### config.mk
export PLATFORM = sky130hd
export DESIGN_NAME = pli_cell
export DESIGN_NICKNAME = d
export VERILOG_FILES = /design/src/hw/rtl/pli_pkg.sv /design/src/hw/rtl/pli_cell.sv
export SDC_FILE = /design/constraint.sdc
export NUM_CORES = 1
export LEC_CHECK = 0
export BUFFER_PORTS_ARGS = -buffer_cell sky130_fd_sc_hd__buf_2
export CORE_MARGIN = 4
export CORE_UTILIZATION = 34
export CTS_BUF_LIST = sky130_fd_sc_hd__clkbuf_8
export CTS_CLUSTER_SIZE = 30
export DETAILED_ROUTE_END_ITERATION = 8
export GPL_TIMING_DRIVEN = 0
export PLACE_DENSITY = 0.79
export SLEW_MARGIN = 10
export SYNTH_ARGS = -nofsm -noshare
export SYNTH_HDL_FRONTEND = slang
export SYNTH_SLANG_ARGS = --single-unit
### constraint.sdc
create_clock -name clk -period 2 [get_ports clk]
set_input_delay 0.3 -clock clk [delete_from_list [all_inputs] [get_ports clk]]
set_output_delay 0.3 -clock clk [all_outputs]
set_load 0.005 [all_outputs]
### src/hw/rtl/pli_pkg.sv
`timescale 1ns / 1ps

package pli_pkg;

  localparam int WORD_W           = 32;
  localparam int POS_W            = 6;
  localparam int CAPACITY_DEFAULT = 64;

  typedef enum logic [1:0] {
    CMD_READ   = 2'd0,
    CMD_UPDATE = 2'd1,
    CMD_INSERT = 2'd2,
    CMD_REMOVE = 2'd3
  } cmd_t;

  // Per-beat control broadcast to every cell of the chain.
  typedef struct packed {
    logic upd;
    logic ins;
    logic rem;
  } cell_ctrl_t;

endpackage

### src/hw/rtl/pli_cell.sv
`timescale 1ns / 1ps

module pli_cell #(
  parameter int IW         = 7,
  parameter int CELL_INDEX = 0
) (
  input  logic                       clk,
  input  pli_pkg::cell_ctrl_t        ctrl,
  input  logic [IW-1:0]              idx,
  input  logic [pli_pkg::WORD_W-1:0] value,
  input  logic [pli_pkg::WORD_W-1:0] left_word,
  input  logic [pli_pkg::WORD_W-1:0] right_word,
  output logic [pli_pkg::WORD_W-1:0] word,
  output logic [pli_pkg::WORD_W-1:0] sel_word
);
  import pli_pkg::*;

  localparam logic [IW-1:0] MY_IDX = IW'(CELL_INDEX);

  logic [WORD_W-1:0] word_next;
  logic              hit;
  logic              above;

  assign hit   = (idx == MY_IDX);
  assign above = (idx < MY_IDX);

  always_comb begin
    word_next = word;
    priority if (ctrl.upd && hit) begin
      word_next = value;
    end else if (ctrl.ins && hit) begin
      word_next = value;
    end else if (ctrl.ins && above) begin
      word_next = left_word;
    end else if (ctrl.rem && (hit || above)) begin
      word_next = right_word;
    end else begin
      word_next = word;
    end
  end

  always_ff @(posedge clk) begin
    word <= word_next;
  end

  assign sel_word = hit ? word : '0;

endmodule

Word-level counts from Yosys, hierarchy flattened. Cells that the tools add are included.

Logic and storage cells: 14. Flip-flop bits (word level): 32. Input bits: 107. Output and inout bits: 64.

Mux-type cells: 5. Reductions and logical operators: 7. Magnitude comparators: 1.

Operators by type and width (count): 2-to-1 mux 32 bit (5); zero test 7 bit (1); < comparator 7 x 1 -> 1 bit, second input constant (1); logical AND 1 bit (4); nonzero test 4 bit (1); logical OR 1 bit (1).

Logic depth before layout (Yosys ltp).
Word-level depth: 7. Depth in mapped cells: 4. Gate-level depth less buffers: 3.

Least setup slack after synthesis. No wires, ideal clock.

Path kind: input to register. Start point: input idx[1]. End point: register word[0] in the netlist's numbering (enable). Library setup time: 0.387 ns. Stages on the path: 3. Setup slack: -0.100 ns. Path buffers: 1. Arrival: 1.713 ns. Cells stage by stage: nor4_4 clkbuf_1 o211a_1.

Cells in the longest elaborated chain, start to end: 4.

Ends and longest elaborated chain: start, declared (line pli_cell.sv:9) `input logic [IW-1:0] idx,`; < comparator 7 x 1 -> 1 bit / zero test 7 bit (equally long branches) (line pli_cell.sv:25, pli_cell.sv:24); logical OR 1 bit (line pli_cell.sv:35) `end else if (ctrl.rem && (hit || above)) begin`; logical AND 1 bit (line pli_cell.sv:35); nonzero test 4 bit (no source line) *; end signal, assigned (line pli_cell.sv:43) `word <= word_next;`; end, declared (line pli_cell.sv:13) `output logic [pli_pkg::WORD_W-1:0] word,`.

Mark *: on every way between the ends. The rest lies on a longest branch, timed or not. A chain may end at the register's enable or synchronous reset.

Final worst setup path.
Start point: input idx[1]. End point: output sel_word[22] in the netlist's numbering.

Cells in the longest elaborated chain, start to end: 2.

Ends and longest elaborated chain: zero test 7 bit (line pli_cell.sv:24) `assign hit = (idx == MY_IDX);`; 2-to-1 mux 32 bit (line pli_cell.sv:46) `assign sel_word = hit ? word : '0;`; end, declared (line pli_cell.sv:14) `output logic [pli_pkg::WORD_W-1:0] sel_word`.

No other way between the ends.

==> results.yml <==
clocking:
  ctsHoldBuffers: 0
  numCtsBuffers: 5
  path_clk_slew_ps: 60
  clk_path_buf_depth: 2
  cts_tree: "built"
  cts_max_level: 2
  cts_sinks: 32
  root_buffer: "clkbuf_8"
floorplan:
  die_w_um: 79.9
  core_area_um2: 4880
  rows: 25
  die_h_um: 79.9
  die-area_um2: 6390
  io-pin-count: 171
  start_util_pct: 36.1
route:
  dr.pass1.iters: 4
  finalWirelength_mm: 4.84
  num_vias: 1431
  wire_per_inst_um: 15.0
  drc: 0
  drt_iter0_drc: 31
  drtAntennaViolNets: 0
  avgViaCountPerCell: 4.44
power_and_ir_drop:
  p_per_area_nw_per_um2: 514
  peakVddDrop_v: 0.000319
  power_mw: 1.35
  p_leak_nw: 1.46
synth:
  async_flop_share_pct: 0
  synth_edf_count: 32
  yosysUniqueCellTypes: 12
  yosys-top-cells-count: "edfxtp_1 (32), mux2_4 (30), and3_1 (29)"
  synth_area_um2: 1760
  synth_top_area_share_pct: 54.6
  yosysTopAreaCell: "edfxtp_1"
  synth_seq_cells: 32
  synth.net_count: 217
  syn_inst: 110
  synthFlopType: "edfxtp_1"
  synth-seq-area-share_pct: 54.6
  yosys-top-cells-area: "edfxtp_1 (55%), mux2_4 (26%), and3_1 (10%)"
  ys_warn_count: 0
  avgSynthCellArea_um2: 16.0
  post-synth-top-count-cell: "edfxtp_1"
timing:
  fin_crit_sh_pct: 92.7
  rsz0062_at_grt: "false"
  tightestPinTransition_ps: 487
  finalSetupViolations: 0
  maxSlewHeadroom_pct: 67.3
  fmax_mhz: 539
  final-hold-violation-count: 0
  drv_slew: 0
  period_needed_ps: 1850
placement:
  io_buffers: 138
  detailedPlacementHpwl_mm: 3.94
  gp_congestion: 0.764
hold_path:
  hold_start: "right_word[16]"
  holdPathStages: 2
  holdCritPathClass: "in -> reg"
  holdPathEnd: "word[16]$_DFFE_PP_"
worst_setup_path:
  startpoint_type: "input port"
  critical_path_class: "in -> out"
  arrival_ps: 1550
  cp.required_ps: 1700
  cp_max_fo: 10
  end_kind: "output port"
cells_and_area:
  top_regs: "word x32"
  top_register: "word"
  fin_nets: 362
  area_delta_synth_final_pct: 49.3
  post-route-util_pct: 53.8
  largest_reg_flops: 32
  drive_gt1_share_pct: 73.7
  n_antenna_cell: 0
status:
  status: "complete, no violations"
global_route:
  grt_pass1_wl_mm: 7.04
  grt_pass1_vias: 1459
  overflow: 0
  grt_max_degree: 33
  antenna_found_initial: 0
  gr-usage-all-layers_pct: 14.6
job:
  maxCapViolCount: 0
## placed cells by master, fill, tap and decap left out
cell type | synthesis | layout
nand3_4 | 1 | 1
nor3_4 | 0 | 1
and3_1 | 29 | 29
mux2_4 | 30 | 30
and3_2 | 3 | 3
clkinv_1 | 0 | 2
clkbuf_8 | 0 | 5
clkbuf_2 | 0 | 2
or2_2 | 1 | 1
clkbuf_1 | 6 | 3
o211a_4 | 0 | 1
nor4_4 | 1 | 1
buf_1 | 0 | 1
buf_2 | 0 | 138
mux2_2 | 2 | 2
edfxtp_1 | 32 | 32
buf_6 | 3 | 3
## kinds of logic (layout without fill, tap and decap cells)
group	count (synthesis)	in the layout	share of synthesized area, %
AO/OA/AOI/OAI	1	1	0.569
buffers and inverters	9	154	3.20
flip-flops	32	32	54.6
multiplexers	32	32	26.9
AND/OR/NAND/NOR	36	36	14.7
## area by class of cell
| cell class | count | area (um^2) |
|---|---|---|
| clock inverter | 2 | 7.51 |
| clock buffer | 5 | 68.8 |
| sequential | 32 | 961 |
| multi-input combinational | 69 | 756 |
| buffer | 9 | 58.8 |
| fill | 424 | 2250 |
| timing repair buffer | 138 | 691 |
| tap | 67 | 83.8 |
## per-stage QoR
step | hold WS, ps | setup WS [ps] | TNS [ps] | cell area [um^2] | cells
after CTS | 309 | 45.5 | 0 | 2620 | 322
after global routing | 304 | 6.49 | 0 | 2630 | 322
final | 319 | 146 | 0 | 2630 | 322
after detailed placement | 604 | -432 | -13770 | 2530 | 315
after global placement | 601 | -391 | -12430 | 2530 | 315
after floorplan | 517 | 76.2 | 0 | 1760 | 110
## layer usage
layer  track usage, %  up-vias  wire length, um
met5                0        -                0
met4             3.55        0               44
met3             4.29        6              423
met2             25.6       80             2510
met1             17.4      633             1860
li1                 -      712                -
## worst max-delay path by stage
stage	startpoint	end	slack [ps]	depth (start not counted)
floorplan	idx[1]	word[0]$_DFFE_PP_	80	3
global placement	idx[1]	word[18]$_DFFE_PP_	-390	4
detailed placement	idx[1]	word[13]$_DFFE_PP_	-430	4
CTS	idx[1]	sel_word[19]	50	5
global route	idx[1]	sel_word[24]	6	5
finish	idx[1]	sel_word[22]	150	5
## where the power goes
part           switching, mW  internal [mW]
Sequential           0.00174          0.742
Clock                  0.218          0.229
Combinational         0.0540          0.104
## what timing repair did
action	4_1_cts	5_1_grt
gates resized for setup	1	6
endpoints found under the setup margin	32	13
buffers inserted	0	0
## worst max-delay path, cell delays in order
cell	delay, ps
buf_2	110
nor4_4	500
buf_1	330
and3_1	210
buf_2	110
Note: power is estimated with default switching activity, not from simulation.
